[config.mk]
export PLATFORM = sky130hd
export DESIGN_NAME = fqps_queue
export DESIGN_NICKNAME = d
export VERILOG_FILES = /design/src/fqps_pkg.sv /design/src/fqps_queue.sv
export SDC_FILE = /design/constraint.sdc
export NUM_CORES = 1
export LEC_CHECK = 0
export BUFFER_PORTS_ARGS = -buffer_cell sky130_fd_sc_hd__buf_2
export CORE_AREA = 5 5 282 284
export CTS_CLUSTER_SIZE = 25
export DETAILED_ROUTE_END_ITERATION = 8
export DIE_AREA = 0 0 287 289
export MAX_ROUTING_LAYER = met4
export PLACE_DENSITY = 0.46
export SETUP_SLACK_MARGIN = 0.3
export SLEW_MARGIN = 20
export SYNTH_ARGS = -nofsm -noshare
export SYNTH_HDL_FRONTEND = slang
export SYNTH_SLANG_ARGS = --single-unit
[constraint.sdc]
create_clock -name clk -period 12.6 [get_ports clk]
set_clock_uncertainty 0.2 [all_clocks]
set_input_delay 3.78 -clock clk [delete_from_list [all_inputs] [get_ports clk]]
set_output_delay 3.78 -clock clk [all_outputs]
set_load 0.01 [all_outputs]
[src/fqps_pkg.sv]
// Shared types and constants for the FASTQ position statistics block.
// No dependencies.
package fqps_pkg;

  localparam int unsigned DEF_MAX_READ_LENGTH = 512;
  localparam int unsigned DEF_COUNT_BITS      = 32;
  localparam int unsigned BASE_KINDS          = 5;
  localparam int unsigned WBITS               = 14;  // holds any index up to 16383
  localparam int unsigned QDEPTH              = 4;
  localparam int unsigned IN_DATA_BITS        = 24;
  localparam int unsigned OUT_DATA_BITS       = 336;

  localparam logic [7:0] CH_LF   = 8'd10;
  localparam logic [7:0] CH_AT   = 8'h40;
  localparam logic [7:0] CH_PLUS = 8'h2b;
  localparam logic [7:0] CH_BANG = 8'h21;
  localparam logic [7:0] CH_A    = 8'h41;
  localparam logic [7:0] CH_T    = 8'h54;
  localparam logic [7:0] CH_G    = 8'h47;
  localparam logic [7:0] CH_C    = 8'h43;
  localparam logic [7:0] CH_N    = 8'h4e;
  localparam logic [7:0] CASE_MASK = 8'hdf;
  localparam logic [7:0] QUAL_NONE = 8'd255;

  typedef enum logic [1:0] {
    OP_FEED = 2'd0,
    OP_POS  = 2'd1,
    OP_GLOB = 2'd2,
    OP_NONE = 2'd3
  } op_t;

  typedef enum logic [2:0] {
    ST_OK       = 3'd0,
    ST_NO_AT    = 3'd1,
    ST_NO_PLUS  = 3'd2,
    ST_TOO_LONG = 3'd3,
    ST_Q_SHORT  = 3'd4,
    ST_Q_LONG   = 3'd5,
    ST_ODD_BASE = 3'd6,
    ST_HALTED   = 3'd7
  } status_t;

  typedef enum logic [1:0] {
    PH_HEADER = 2'd0,
    PH_SEQ    = 2'd1,
    PH_SEP    = 2'd2,
    PH_QUAL   = 2'd3
  } phase_t;

  typedef enum logic [2:0] {
    BASE_A = 3'd0,
    BASE_T = 3'd1,
    BASE_G = 3'd2,
    BASE_C = 3'd3,
    BASE_N = 3'd4
  } base_t;

  // One classified word handed from front to back.
  typedef struct packed {
    op_t               kind;
    status_t           status;
    logic              base_we;
    base_t             base_kind;
    logic              len_we;
    logic              q_we;
    logic [7:0]        q_val;
    logic              pos_ok;
    logic              len_ok;
    logic [WBITS-1:0]  pos_addr;
    logic [WBITS-1:0]  len_addr;
    logic [31:0]       rec;
    logic [47:0]       bases;
    logic [7:0]        qlo;
    logic [7:0]        qhi;
  } cmd_t;

endpackage

[src/fqps_queue.sv]
// Small FIFO of commands between front and back. Uses fqps_pkg.
module fqps_queue (
  input  logic           clk,
  input  logic           rst_n,
  input  logic           push,
  input  fqps_pkg::cmd_t push_data,
  input  logic           pop,
  output fqps_pkg::cmd_t head,
  output logic           not_empty,
  output logic           full
);
  import fqps_pkg::*;

  localparam int unsigned PW = $clog2(QDEPTH);

  cmd_t          ent_r [QDEPTH];
  logic [PW-1:0] wp_r, rp_r;
  logic [PW:0]   cnt_r;

  assign head      = ent_r[rp_r];
  assign not_empty = (cnt_r != '0);
  assign full      = (cnt_r == (PW+1)'(QDEPTH));

  always_ff @(posedge clk) begin
    if (push) begin
      ent_r[wp_r] <= push_data;
    end
  end

  always_ff @(posedge clk) begin
    if (!rst_n) begin
      wp_r  <= '0;
      rp_r  <= '0;
      cnt_r <= '0;
    end else begin
      if (push) wp_r <= wp_r + 1'b1;
      if (pop)  rp_r <= rp_r + 1'b1;
      cnt_r <= cnt_r + (PW+1)'(push) - (PW+1)'(pop);
    end
  end

endmodule

==> flow_metrics.tcl <==
set metrics [dict create \
    final_nets 1301 \
    ir_drop_uv 115.6 \
    dr.pass1.iters 4 \
    root_buffer "clkbuf_16" \
    syn_inst 800 \
    tightest_slew_ns 0.9637 \
    avgSynthCellArea_um2 26.66 \
    cts_tree "done" \
    grt_usage 0.1119 \
    setup_viol 0 \
    synthesis.nets 956 \
    port_buffers 295 \
    crit_arrival_ns 3.06 \
    hold_viol 0 \
    final_common_cell "edfxtp_1" \
    post-cts-setup-buffers 0 \
    setup_tns_ns 0 \
    slew_headroom 0.3575 \
    grt_overflow 0 \
    crit_fanout 37 \
    wl_per_cell_um 20.54 \
    startpoint_type "flop" \
    grt_pass1_wl_mm 67.36 \
    path_cells "buf_4, mux4_2, buf_2" \
    die_area_um2 82940 \
    synth_cell_type_count 20 \
    clkLatencyLatePin_ns 0.56 \
    hold_path_class "reg2reg" \
    dieWidth_um 287 \
    rsz0062_at_grt "false" \
    post-route-period-util 0.5588 \
    ys_ff_latch 589 \
    total_power_w 0.004522 \
    routed_wl_mm 46.01 \
    cts_hold_buf 0 \
    cp.buffers_inverters 2 \
    endpoint_kind "output port" \
    crit_cells 3 \
    postCtsResizedCells 0 \
    coreArea_um2 76830 \
    fillers 7294 \
    final-max-slew-violation-count 0 \
    worstSetupPathType "reg2out" \
    syn_to_final_growth_pct 22.55 \
    rows 102 \
    final_cell_mix "edfxtp_1, buf_2, mux4_2" \
    ys_seq_area_frac 0.8251 \
    crit_required_ns 8.62 \
    p_per_area_nw_per_um2 173.0 \
    grt_pass1_vias 10170 \
    critPathMaxStageDelay_ns 0.88 \
    power.leakage_nw 8.576 \
    layout-drive-gt1-share 0.4605 \
    cpLargestDelayFamily "buffers and inverters" \
    grt_antenna_before_repair 10 \
    start_util 0.2776 \
    finalInstanceArea_um2 26140 \
    ys_warn_count 0 \
    netlist_area_um2 21330 \
    clock_sinks 589 \
    die_y_um 289 \
    maxCapViolations 0 \
    cts.path.max_buffers 3 \
    path_clk_slew_ns 0.05 \
    reg2reg_depth 4 \
    slowest_stage "dfxtp_4" \
    ant_nets 0 \
    grt_max_degree 75 \
    htree_levels 3 \
    hold_depth 2 \
    boundaryPins 296 \
    vias_per_cell 4.248 \
    dpl_cell_area_um2 24020 \
    vias 9515 \
    drt_iter0_markers 458 \
    status "finished, final reports clean" \
    period_needed_ns 7.041 \
    fmax_mhz 142.0 \
    cts_buffers 68 \
    gp_congestion 0.6926 \
    dp_hpwl_mm 27.18 \
    drc 0 \
]
-- per-layer routing --
metal	global-route usage	routed length (um)
met1	0.1345	18810
met4	0.03100	1020
met2	0.1755	22340
met3	0.04650	3838
met5	-	0
-- synth_stat cells (all sizes together) --
cell type,instances,area share
edfxtp,580,0.82
mux4,145,0.15
buf,25,0.0082
dfxtp,9,0.0084
clkbuf,7,0.0012
inv,7,0.0012
and2,6,0.0018
ha,6,0.0035
nor2,5,0.00088
xnor2,2,0.00082
a21bo,1,0.00047
a21oi,1,0.00023
and3,1,0.00029
fa,1,0.00094
mux2i,1,0.00047
nand3b,1,0.00035
or3,1,0.00029
xor3,1,0.0011
-- cell families (layout without fill, tap and decap cells) --
logic type,count (synthesis),after routing,synth area share
mux,146,146,0.1536
flops,589,589,0.8251
xor+xnor,3,3,0.001936
buf+inv,39,429,0.01062
compound gates,2,2,0.0007038
simple gates,14,14,0.003580
other cells,0,10,0
fa+ha+maj,7,7,0.004459
-- state kept, by name (all words and copies together), names as in the netlist, named ones only --
signal and flops:
wp_r 2, cnt_r 3, rp_r 2, ent_r 580
-- through the flow --
stage / cells / hold slack, ns / utilization / setup WS (ns)
2_1_floorplan: 800 / 0.2993 / - / 4.787
3_3_place_gp: 2115 / 0.3047 / 0.3127 / 6.005
3_5_place_dp: 2115 / 0.3151 / 0.3127 / 5.985
4_1_cts: 2230 / 0.3246 / 0.3399 / 5.326
5_1_grt: 2239 / 0.3726 / 0.3402 / 5.196
6_report: 2240 / 0.3207 / 0.3402 / 5.559
-- worst paths after layout --
kind         slack, ns             to  startpoint
max               5.56      head[133]        flop
min               0.32           flop     rp_r[1]
max reg2reg       9.84  ent_r[2][123]     wp_r[0]
min reg2reg       0.32           flop     rp_r[1]
-- where the power goes --
part | switching, W | leakage, nW | internal (W)
Sequential | 0.0000300 | 5.40 | 0.00225
Combinational | 0.000218 | 2.17 | 0.000179
Clock | 0.000751 | 1.01 | 0.00109
-- worst register-to-register path, cell delays in order (launching register included) --
cell,delay (ns)
dfxtp_1,0.35
inv_1,0.10
ha_1,0.16
and2_4,0.65
buf_4,0.79
-- layout make-up --
cell class                 instances  area (um2)  area share
tap                             1040        1301     0.04979
antenna                           10       25.02   0.0009574
inverter                           7       26.28    0.001005
clock buffer                      84        1826     0.06985
clock inverter                    31       261.5     0.01001
sequential                       589       17600      0.6736
multi-input combinational        172        3513      0.1344
timing repair buffer             307        1579     0.06041
No activity file was read; power rests on OpenSTA's default activity.
