--- config.mk ---
export PLATFORM = sky130hd
export DESIGN_NAME = fqps_front
export DESIGN_NICKNAME = d
export VERILOG_FILES = /design/src/fqps_pkg.sv /design/src/fqps_front.sv
export SDC_FILE = /design/constraint.sdc
export NUM_CORES = 1
export LEC_CHECK = 0
export BUFFER_PORTS_ARGS = -buffer_cell sky130_fd_sc_hd__buf_2
export CORE_ASPECT_RATIO = 2
export CORE_MARGIN = 2
export CORE_UTILIZATION = 55
export DETAILED_ROUTE_END_ITERATION = 10
export PLACE_DENSITY = 0.82
export SKIP_CTS_REPAIR_TIMING = 1
export SLEW_MARGIN = 20
export SYNTH_ARGS = -nofsm -noshare
export SYNTH_HDL_FRONTEND = slang
export SYNTH_SLANG_ARGS = --single-unit
--- constraint.sdc ---
create_clock -name clk -period 3.3 [get_ports clk]
set_input_delay 0.33 -clock clk [delete_from_list [all_inputs] [get_ports clk]]
set_output_delay 0.33 -clock clk [all_outputs]
set_load 0.1 [all_outputs]
--- src/fqps_pkg.sv ---
// Shared types and constants for the FASTQ position statistics block.
// No dependencies.
package fqps_pkg;

  localparam int unsigned DEF_MAX_READ_LENGTH = 512;
  localparam int unsigned DEF_COUNT_BITS      = 32;
  localparam int unsigned BASE_KINDS          = 5;
  localparam int unsigned WBITS               = 14;  // holds any index up to 16383
  localparam int unsigned QDEPTH              = 4;
  localparam int unsigned IN_DATA_BITS        = 24;
  localparam int unsigned OUT_DATA_BITS       = 336;

  localparam logic [7:0] CH_LF   = 8'd10;
  localparam logic [7:0] CH_AT   = 8'h40;
  localparam logic [7:0] CH_PLUS = 8'h2b;
  localparam logic [7:0] CH_BANG = 8'h21;
  localparam logic [7:0] CH_A    = 8'h41;
  localparam logic [7:0] CH_T    = 8'h54;
  localparam logic [7:0] CH_G    = 8'h47;
  localparam logic [7:0] CH_C    = 8'h43;
  localparam logic [7:0] CH_N    = 8'h4e;
  localparam logic [7:0] CASE_MASK = 8'hdf;
  localparam logic [7:0] QUAL_NONE = 8'd255;

  typedef enum logic [1:0] {
    OP_FEED = 2'd0,
    OP_POS  = 2'd1,
    OP_GLOB = 2'd2,
    OP_NONE = 2'd3
  } op_t;

  typedef enum logic [2:0] {
    ST_OK       = 3'd0,
    ST_NO_AT    = 3'd1,
    ST_NO_PLUS  = 3'd2,
    ST_TOO_LONG = 3'd3,
    ST_Q_SHORT  = 3'd4,
    ST_Q_LONG   = 3'd5,
    ST_ODD_BASE = 3'd6,
    ST_HALTED   = 3'd7
  } status_t;

  typedef enum logic [1:0] {
    PH_HEADER = 2'd0,
    PH_SEQ    = 2'd1,
    PH_SEP    = 2'd2,
    PH_QUAL   = 2'd3
  } phase_t;

  typedef enum logic [2:0] {
    BASE_A = 3'd0,
    BASE_T = 3'd1,
    BASE_G = 3'd2,
    BASE_C = 3'd3,
    BASE_N = 3'd4
  } base_t;

  // One classified word handed from front to back.
  typedef struct packed {
    op_t               kind;
    status_t           status;
    logic              base_we;
    base_t             base_kind;
    logic              len_we;
    logic              q_we;
    logic [7:0]        q_val;
    logic              pos_ok;
    logic              len_ok;
    logic [WBITS-1:0]  pos_addr;
    logic [WBITS-1:0]  len_addr;
    logic [31:0]       rec;
    logic [47:0]       bases;
    logic [7:0]        qlo;
    logic [7:0]        qhi;
  } cmd_t;

endpackage

--- src/fqps_front.sv ---
// Front end: tracks the FASTQ record phase, checks format, keeps global
// counters and turns each input word into a command. Uses fqps_pkg.
module fqps_front #(
  parameter int unsigned MAX_READ_LENGTH = fqps_pkg::DEF_MAX_READ_LENGTH
) (
  input  logic             clk,
  input  logic             rst_n,
  input  logic             cfg_wr_en,
  input  logic [9:0]       cfg_wr_data,
  input  logic             accept,
  input  logic [1:0]       op,
  input  logic [7:0]       text_byte,
  input  logic [9:0]       position,
  output fqps_pkg::cmd_t   cmd
);
  import fqps_pkg::*;

  localparam int unsigned OBITS = $clog2(MAX_READ_LENGTH + 2);
  localparam logic [WBITS-1:0] MAXW  = WBITS'(MAX_READ_LENGTH);
  localparam logic [WBITS-1:0] MAXW1 = WBITS'(MAX_READ_LENGTH + 1);

  phase_t           phase_r, phase_nxt;
  logic [OBITS-1:0] off_r, off_nxt;
  logic [OBITS-1:0] rlen_r, rlen_nxt;
  logic             qstop_r, qstop_nxt;
  logic             halted_r, halted_nxt;
  logic [31:0]      rec_r, rec_nxt;
  logic [47:0]      bases_r, bases_nxt;
  logic [7:0]       qlo_r, qlo_nxt;
  logic [7:0]       qhi_r, qhi_nxt;
  logic [9:0]       limit_r;

  logic [WBITS-1:0] off_w, rlen_w, lim_w, pos_w;
  logic [7:0]       folded, qv;
  logic             is_lf, head_bad, sep_bad, feed;

  assign off_w  = WBITS'(off_r);
  assign rlen_w = WBITS'(rlen_r);
  assign lim_w  = (WBITS'(limit_r) < MAXW) ? WBITS'(limit_r) : MAXW;
  assign pos_w  = WBITS'(position);
  assign folded = text_byte & CASE_MASK;
  assign qv     = text_byte - CH_BANG;
  assign is_lf  = (text_byte == CH_LF);
  assign head_bad = (off_r == '0) && (text_byte != CH_AT);
  assign sep_bad  = (off_r == '0) && (text_byte != CH_PLUS);
  assign feed   = accept && (op_t'(op) == OP_FEED) && !halted_r;

  // record phase sequencing
  always_comb begin
    phase_nxt = phase_r;
    if (feed) begin
      unique case (phase_r)
        PH_HEADER: if (!head_bad && is_lf) phase_nxt = PH_SEQ;
        PH_SEQ:    if (is_lf) phase_nxt = PH_SEP;
        PH_SEP:    if (!sep_bad && is_lf) phase_nxt = PH_QUAL;
        PH_QUAL:   if (is_lf) phase_nxt = PH_HEADER;
        default:   phase_nxt = phase_r;
      endcase
    end
  end

  always_comb begin
    off_nxt    = off_r;
    rlen_nxt   = rlen_r;
    qstop_nxt  = qstop_r;
    halted_nxt = halted_r;
    rec_nxt    = rec_r;
    bases_nxt  = bases_r;
    qlo_nxt    = qlo_r;
    qhi_nxt    = qhi_r;

    cmd           = '0;
    cmd.kind      = op_t'(op);
    cmd.status    = halted_r ? ST_HALTED : ST_OK;
    cmd.pos_ok    = pos_w < MAXW;
    cmd.len_ok    = pos_w <= MAXW;
    cmd.pos_addr  = pos_w;
    cmd.len_addr  = pos_w;
    cmd.base_kind = BASE_N;
    cmd.rec       = rec_r;
    cmd.bases     = bases_r;
    cmd.qlo       = qlo_r;
    cmd.qhi       = qhi_r;

    if (feed) begin
      cmd.pos_addr = off_w;
      cmd.len_addr = off_w;
      unique case (phase_r)
        PH_HEADER: begin
          if (head_bad) begin
            halted_nxt = 1'b1;
            cmd.status = ST_NO_AT;
          end else if (is_lf) begin
            off_nxt = '0;
          end else if (off_w < MAXW1) begin
            off_nxt = off_r + 1'b1;
          end
        end
        PH_SEQ: begin
          if (is_lf) begin
            rlen_nxt   = off_r;
            cmd.len_we = 1'b1;
            bases_nxt  = bases_r + 48'(off_r);
            off_nxt    = '0;
          end else if (off_w >= lim_w) begin
            halted_nxt = 1'b1;
            cmd.status = ST_TOO_LONG;
          end else begin
            cmd.base_we = 1'b1;
            unique case (folded)
              CH_A:    cmd.base_kind = BASE_A;
              CH_T:    cmd.base_kind = BASE_T;
              CH_G:    cmd.base_kind = BASE_G;
              CH_C:    cmd.base_kind = BASE_C;
              CH_N:    cmd.base_kind = BASE_N;
              default: begin
                cmd.base_kind = BASE_N;
                cmd.status    = ST_ODD_BASE;
              end
            endcase
            off_nxt = off_r + 1'b1;
          end
        end
        PH_SEP: begin
          if (sep_bad) begin
            halted_nxt = 1'b1;
            cmd.status = ST_NO_PLUS;
          end else if (is_lf) begin
            off_nxt   = '0;
            qstop_nxt = 1'b0;
          end else if (off_w < MAXW1) begin
            off_nxt = off_r + 1'b1;
          end
        end
        PH_QUAL: begin
          if (is_lf) begin
            if (off_w < rlen_w)  cmd.status = ST_Q_SHORT;
            else if (qstop_r)    cmd.status = ST_Q_LONG;
            rec_nxt   = rec_r + 32'd1;
            off_nxt   = '0;
            qstop_nxt = 1'b0;
          end else begin
            if (off_w < rlen_w && off_w < MAXW) begin
              cmd.q_we  = 1'b1;
              cmd.q_val = qv;
              if (qv < qlo_r) qlo_nxt = qv;
              if (qv > qhi_r) qhi_nxt = qv;
            end else begin
              qstop_nxt = 1'b1;
            end
            if (off_w < MAXW1) off_nxt = off_r + 1'b1;
          end
        end
        default: cmd.status = ST_OK;
      endcase
    end
  end

  always_ff @(posedge clk) begin
    if (!rst_n) begin
      phase_r  <= PH_HEADER;
      off_r    <= '0;
      rlen_r   <= '0;
      qstop_r  <= 1'b0;
      halted_r <= 1'b0;
      rec_r    <= '0;
      bases_r  <= '0;
      qlo_r    <= QUAL_NONE;
      qhi_r    <= '0;
      limit_r  <= 10'd512;
    end else begin
      if (accept) begin
        phase_r  <= phase_nxt;
        off_r    <= off_nxt;
        rlen_r   <= rlen_nxt;
        qstop_r  <= qstop_nxt;
        halted_r <= halted_nxt;
        rec_r    <= rec_nxt;
        bases_r  <= bases_nxt;
        qlo_r    <= qlo_nxt;
        qhi_r    <= qhi_nxt;
      end
      if (cfg_wr_en) begin
        limit_r <= cfg_wr_data;
      end
    end
  end

endmodule

==> results.yml, run 1 <==
power_and_ir_drop:
  p_clk_share_pct: 50.3
  vdd_drop_max_v: 0.0003701
  cell_internal_pwr_mw: 2.950
  seqPwrFrac_pct: 39.1
  p_switching_mw: 1.099
  leakage_nw: 4.346
  swShare_pct: 27.15
  power-per-cell-area_nw_per_um2: 419.1
  combPwrFrac_pct: 10.6
global_routing:
  grt_use_met2_pct: 50.51
  grt_max_degree: 36
  met1_usage_pct: 27.99
  grt_util_met3_pct: 4.523
  grt_pass1_wl_um: 32730
  grt_pass1_vias: 7159
  grt-busiest-layer: "met2"
  track_usage_pct: 27.31
  antenna_found_initial: 0
  grt.overflow.total: 0
clock_network:
  cts_made_buffers: 17
  cts_sinks: 130
  htree_num_levels: 4
  cts_tree: "done"
  clockBufferDepth: 2
  clk_pin_slew_ps: 60
  clockRootBuffer: "clkbuf_16"
  clk-insertion-delay-late_ps: 410
timing:
  tightestPinTransition_ps: 647.0
  setup_viol_count_final: 3
  whs_ps: 142.0
  slew_viol_final: 0
  rsz0062_at_grt: "true"
  fin_tns_setup_ps: -136.9
  fin_crit_ps: 3390
  slew_headroom_pct: 56.51
  fmax_mhz: 295.0
  finalWorstSetupSlack_ps: -89.54
  finalHoldViolCount: 0
  finClkSkew_ps: 14.26
  post-route-period-util_pct: 102.7
floorplanning:
  fp.dieW_um: 86.83
  start_util_pct: 56.16
  die_y_um: 169.7
  coreArea_um2: 13440
  placementRows: 60
  dieArea_um2: 14730
  io_pins: 179
finish:
  area_growth_pct: 28.02
  final_nets: 1226
  diodes: 0
  drive_above_1_share_pct: 24.26
  fillers: 1053
  stdcell_area_um2: 9662
yosys:
  ys_warn_count: 0
  ys_ff_latch: 130
  synthArstFlopShare_pct: 0
  avgSynthCellArea_um2: 7.944
  ys_seq_area_share_pct: 34.48
  netlist_area_um2: 7547
  synthDistinctLibCells: 62
  netlist.area_leader.share_pct: 34.48
  ys.flop_type: "dfxtp_1"
  netlist_instances: 950
  synthTopCellsByArea: "dfxtp_1 (34%), ha_1 (9.6%), nand2_1 (6.8%)"
  synth_top_cell_by_area: "dfxtp_1"
  synth_edf_count: 0
worst_setup_path:
  path_buf_inv: 2
  end_kind: "output port"
  crit_chain: "clkinvlp_4, nand2_2, ha_4, or4_4, a21oi_4, nor4_4, or4_4, nor4b_4, buf_12"
  path_delay_family: "simple AND/OR/NAND/NOR gates"
  crit_path_top_delay_cell: "or4_4"
  cp_data_arrival_time_ps: 3060
  crit_path_frequent_cell: "or4_4"
  required_ps: 2970
  cp_max_fo: 4
  cp_slowest_stage_delay_ps: 590
  crit_type: "reg2out"
  cp-start-kind: "register"
placement:
  place_hpwl_um: 15080
  placed_area_um2: 8857
  post-place-ws_ps: 203.2
  port_buffers: 170
  gp_congestion: 0.9017
hold_path:
  holdCritPathClass: "in2reg"
run_status:
  violations: "negative setup slack"
  status: "finished with violations"
drt:
  drc: 0
  routed_wl_um: 20990
  vias_per_cell: 5.743
  avgRoutedWirePerCell_um: 16.13
  drtAntennaViolNets: 0
  first_pass_iters: 5
  drtIter0Drc: 327
  vias: 7472
job:
  max-cap-violations: 0
[sequential cells by signal, summed over array words and instances (netlist names)]
signal    flops
rlen_r       10
halted_r      1
phase_r       2
limit_r      10
qhi_r         8
rec_r        32
qstop_r       1
qlo_r         8
off_r        10
bases_r      48
[per-stage QoR]
| stage | power (mW) | instances | utilization, % |
|---|---|---|---|
| 2_1_floorplan | 1.948 | 957 | - |
| 3_3_place_gp | 2.022 | 1263 | 65.91 |
| 3_5_place_dp | 2.027 | 1263 | 65.91 |
| 4_1_cts | 4.050 | 1295 | 70.59 |
| 5_1_grt | 4.153 | 1301 | 71.90 |
| 6_report | 4.049 | 1301 | 71.90 |
[Yosys cell counts, drive strengths merged, types with 4 or more instances]
cell    number
nand2b       7
a21o         7
ha          58
xnor2       32
or3         14
and3        19
nand3       36
clkbuf      29
o21ai       31
a211oi      14
nor2b        6
mux2i       16
buf         23
nor3        19
a31oi        8
nor2       122
nand4       20
xor2        46
a21oi       49
nand2      136
and2         6
nor4         9
and4         8
o211ai       7
dfxtp      130
o21bai       4
inv         55
[worst paths after layout]
kind,startpoint,to,slack [ps],depth (start not counted)
max,limit_r[9],cmd[137],-90,9
min reg2reg,rlen_r[2],rlen_r[2],450,2
min,cfg_wr_data[9],limit_r[9],140,3
max reg2reg,off_r[1],bases_r[40],300,9
[power groups by stage]
stage                     Combinational (mW)  Clock [mW]  Sequential (mW)
after floorplan                        0.332           0             1.62
after global placement                 0.405           0             1.62
after detailed placement               0.409           0             1.62
after CTS                              0.413        2.05             1.58
after global routing                   0.449        2.12             1.58
final                                  0.428        2.04             1.58
[logic make-up after synthesis]
kind of cell | count (synthesis) | share of synthesized area [%]
and+or+nand+nor | 418 | 26.38
AOI/OAI and AO/OA | 140 | 11.65
DFF | 130 | 34.48
buffers and inverters | 108 | 6.382
xor gates and xnor gates | 78 | 9.052
adders and majority gates | 59 | 9.881
muxes | 16 | 2.122
other | 1 | 0.04969
[tightest hold or removal path, cell delays in order]
cell and delay (ps):
buf_2 80, nand2_1 40, o211ai_1 70
[cell usage in the layout (no fill, tap or decap), types with 8 or more instances in the layout]
cell,Yosys,final
buf_4,20,39
nand3_1,36,36
clkbuf_16,0,17
buf_12,0,15
o21ai_0,31,27
nor3_1,19,19
nand4_1,20,20
a211oi_1,13,12
a31oi_1,8,8
buf_2,1,154
inv_1,54,53
mux2i_1,16,16
a21oi_1,49,48
dfxtp_1,130,129
xor2_1,46,46
and3_1,19,19
ha_1,58,55
xnor2_1,32,32
conb_1,1,8
nand2_1,136,133
or3_1,14,14
nor2_1,121,121
[routing by layer]
metal | up-vias | part of all wire [%]
met5 | - | 0
met4 | 0 | 5.2
met3 | 86 | 4.5
met2 | 280 | 54
met1 | 3516 | 36
li1 | 3590 | -
[area by class of cell]
| cell class | count | area, um^2 | area share (%) |
|---|---|---|---|
| Multi-Input combinational cell | 719 | 4647 | 48.10 |
| Sequential cell | 130 | 2606 | 26.97 |
| Timing Repair Buffer | 208 | 1364 | 14.12 |
| Clock buffer | 18 | 429.2 | 4.442 |
| Inverter | 56 | 215.2 | 2.227 |
| Clock inverter | 14 | 198.9 | 2.059 |
| Tap cell | 155 | 193.9 | 2.007 |
| Timing Repair inverter | 1 | 7.507 | 0.07770 |
Note: power is estimated with default switching activity, not from simulation.
==> run 2, diff against run 1 <==
--- a/config.mk
+++ b/config.mk
@@ -10,7 +10,7 @@
 export CORE_MARGIN = 2
 export CORE_UTILIZATION = 55
 export DETAILED_ROUTE_END_ITERATION = 10
-export PLACE_DENSITY = 0.82
+export PLACE_DENSITY_LB_ADDON = 0.12
 export SKIP_CTS_REPAIR_TIMING = 1
 export SLEW_MARGIN = 20
 export SYNTH_ARGS = -nofsm -noshare
==> run 2 against run 1 <==
  * The flow still finishes with violations (negative setup slack)
  * Critical endpoint unchanged
  * Clock skew about the same
  * Final cell count decreased by 0.46%
  * Largest power group unchanged
  * Count of clock-buffer cells in the layout unchanged
  * Power decreased by 3.3%
  * Worst hold slack improved by 18 ps
  * Sequential power about the same
  * Global-route usage decreased by 0.66 points
  * Largest cell class unchanged
  * Non-clock buffer count decreased by 6
  * Sequential share of layout area increased by 0.40 points
==> results.yml, run 2 (same netlist as run 1, synthesis figures left out) <==
clock_network:
  cts_tree: "done"
  clockBufferDepth: 2
  clockRootBuffer: "clkbuf_16"
  htree_num_levels: 4
  clk_pin_slew_ps: 60
  clk-insertion-delay-late_ps: 420
  cts_made_buffers: 17
  cts_sinks: 130
finish:
  top_regs: "bases_r: 48 flops, rec_r: 32 flops"
  drive_above_1_share_pct: 23.86
  top_register: "bases_r"
  stdcell_area_um2: 9527
  final_util_pct: 70.89
  fillers: 1155
  area_growth_pct: 26.23
  final_nets: 1220
  diodes: 0
  final_common_cell: "buf_2"
  final_cell_mix: "buf_2 (154), nand2_1 (134), dfxtp_1 (128), nor2_1 (121), ha_1 (54)"
  largest_reg_flops: 48
floorplanning:
  die_y_um: 169.7
  placementRows: 60
  fp.dieW_um: 86.83
  io_pins: 179
  dieArea_um2: 14730
  start_util_pct: 56.16
  coreArea_um2: 13440
timing:
  finClkSkew_ps: 14.25
  slew_headroom_pct: 60.40
  fmax_mhz: 300.1
  tightestPinTransition_ps: 592.0
  post-route-period-util_pct: 101.0
  setup_viol_count_final: 1
  fin_crit_ps: 3332
  slew_viol_final: 0
  rsz0062_at_grt: "true"
  fin_tns_setup_ps: -32.23
  finalHoldViolCount: 0
  finalWorstSetupSlack_ps: -32.23
placement:
  port_buffers: 170
  place_hpwl_um: 14800
  gp_congestion: 0.9006
  placed_area_um2: 8782
  post-place-ws_ps: 255.2
drt:
  avgRoutedWirePerCell_um: 15.36
  routed_wl_um: 19900
  drtIter0Drc: 247
  vias_per_cell: 5.588
  vias: 7237
  first_pass_iters: 5
  drc: 0
  drtAntennaViolNets: 0
global_routing:
  grt_max_degree: 54
  antenna_found_initial: 0
  grt_pass1_vias: 6844
  grt.overflow.total: 0
  grt_pass1_wl_um: 31860
  track_usage_pct: 26.65
worst_setup_path:
  crit_type: "reg2out"
  regToRegSetupSlack_ps: 280
  cp_max_fo: 5
  required_ps: 2970
  cp_data_arrival_time_ps: 3000
  cp-start-kind: "register"
  end_kind: "output port"
run_status:
  status: "finished with violations"
  violations: "negative setup slack"
power_and_ir_drop:
  cell_internal_pwr_mw: 2.762
  leakage_nw: 4.292
  combPwrFrac_pct: 10.6
  seqPwrFrac_pct: 40.5
  p_clk_share_pct: 49.0
  swShare_pct: 29.43
  power-per-cell-area_nw_per_um2: 410.8
  vdd_drop_max_v: 0.0003790
  p_switching_mw: 1.152
hold_path:
  holdCritPathClass: "in2reg"
job:
  max-cap-violations: 0
## run 2: through the flow
stage                     total power, mW  hold slack, ps  std cells
after floorplan                     1.948           436.3        957
after global placement              2.015           442.1       1259
after detailed placement            2.017           448.6       1259
after CTS                           3.924           147.1       1291
after global routing                4.030           172.7       1295
final                               3.914           159.8       1295
## run 2: final timing paths
path	from	cells after the start	to
min	cfg_wr_data[8]	3	limit_r[8]
max	limit_r[9]	9	cmd[137]
max reg2reg	off_r[0]	10	bases_r[46]
min reg2reg	rlen_r[0]	2	rlen_r[0]
## run 2: area by class of cell
type                            instances  area, um^2  area share [%]
Tap cell                              155       193.9           2.036
Sequential cell                       130        2608           27.37
Inverter                               56       215.2           2.259
Timing Repair inverter                  1       7.507         0.07880
Timing Repair Buffer                  202        1292           13.57
Clock inverter                         14       160.2           1.681
Multi-Input combinational cell        719        4611           48.40
Clock buffer                           18       439.2           4.610
## run 2: power by group through the flow
stage / combinational (mW) / sequential (mW) / clock (mW)
floorplan: 0.332 / 1.62 / 0
global placement: 0.397 / 1.62 / 0
detailed placement: 0.399 / 1.62 / 0
CTS: 0.400 / 1.58 / 1.94
global route: 0.439 / 1.58 / 2.01
finish: 0.414 / 1.58 / 1.92
## run 2: worst max-delay path: stages (launching register included)
cell,delay [ps]
dfxtp_4,380
clkinvlp_4,140
nand2_1,130
ha_4,210
and4_4,190
a221oi_2,280
o21ai_2,120
or4_4,600
nor4b_4,320
buf_12,210
## run 2: per-layer routing
layer  track usage [%]  vias to the layer above  wire (um)
li1                  -                     3579          -
met1             28.75                     3392       7416
met2             50.02                      219      11060
met3             4.572                       47        936
met4             9.986                        0        478
met5                 0                        -          0
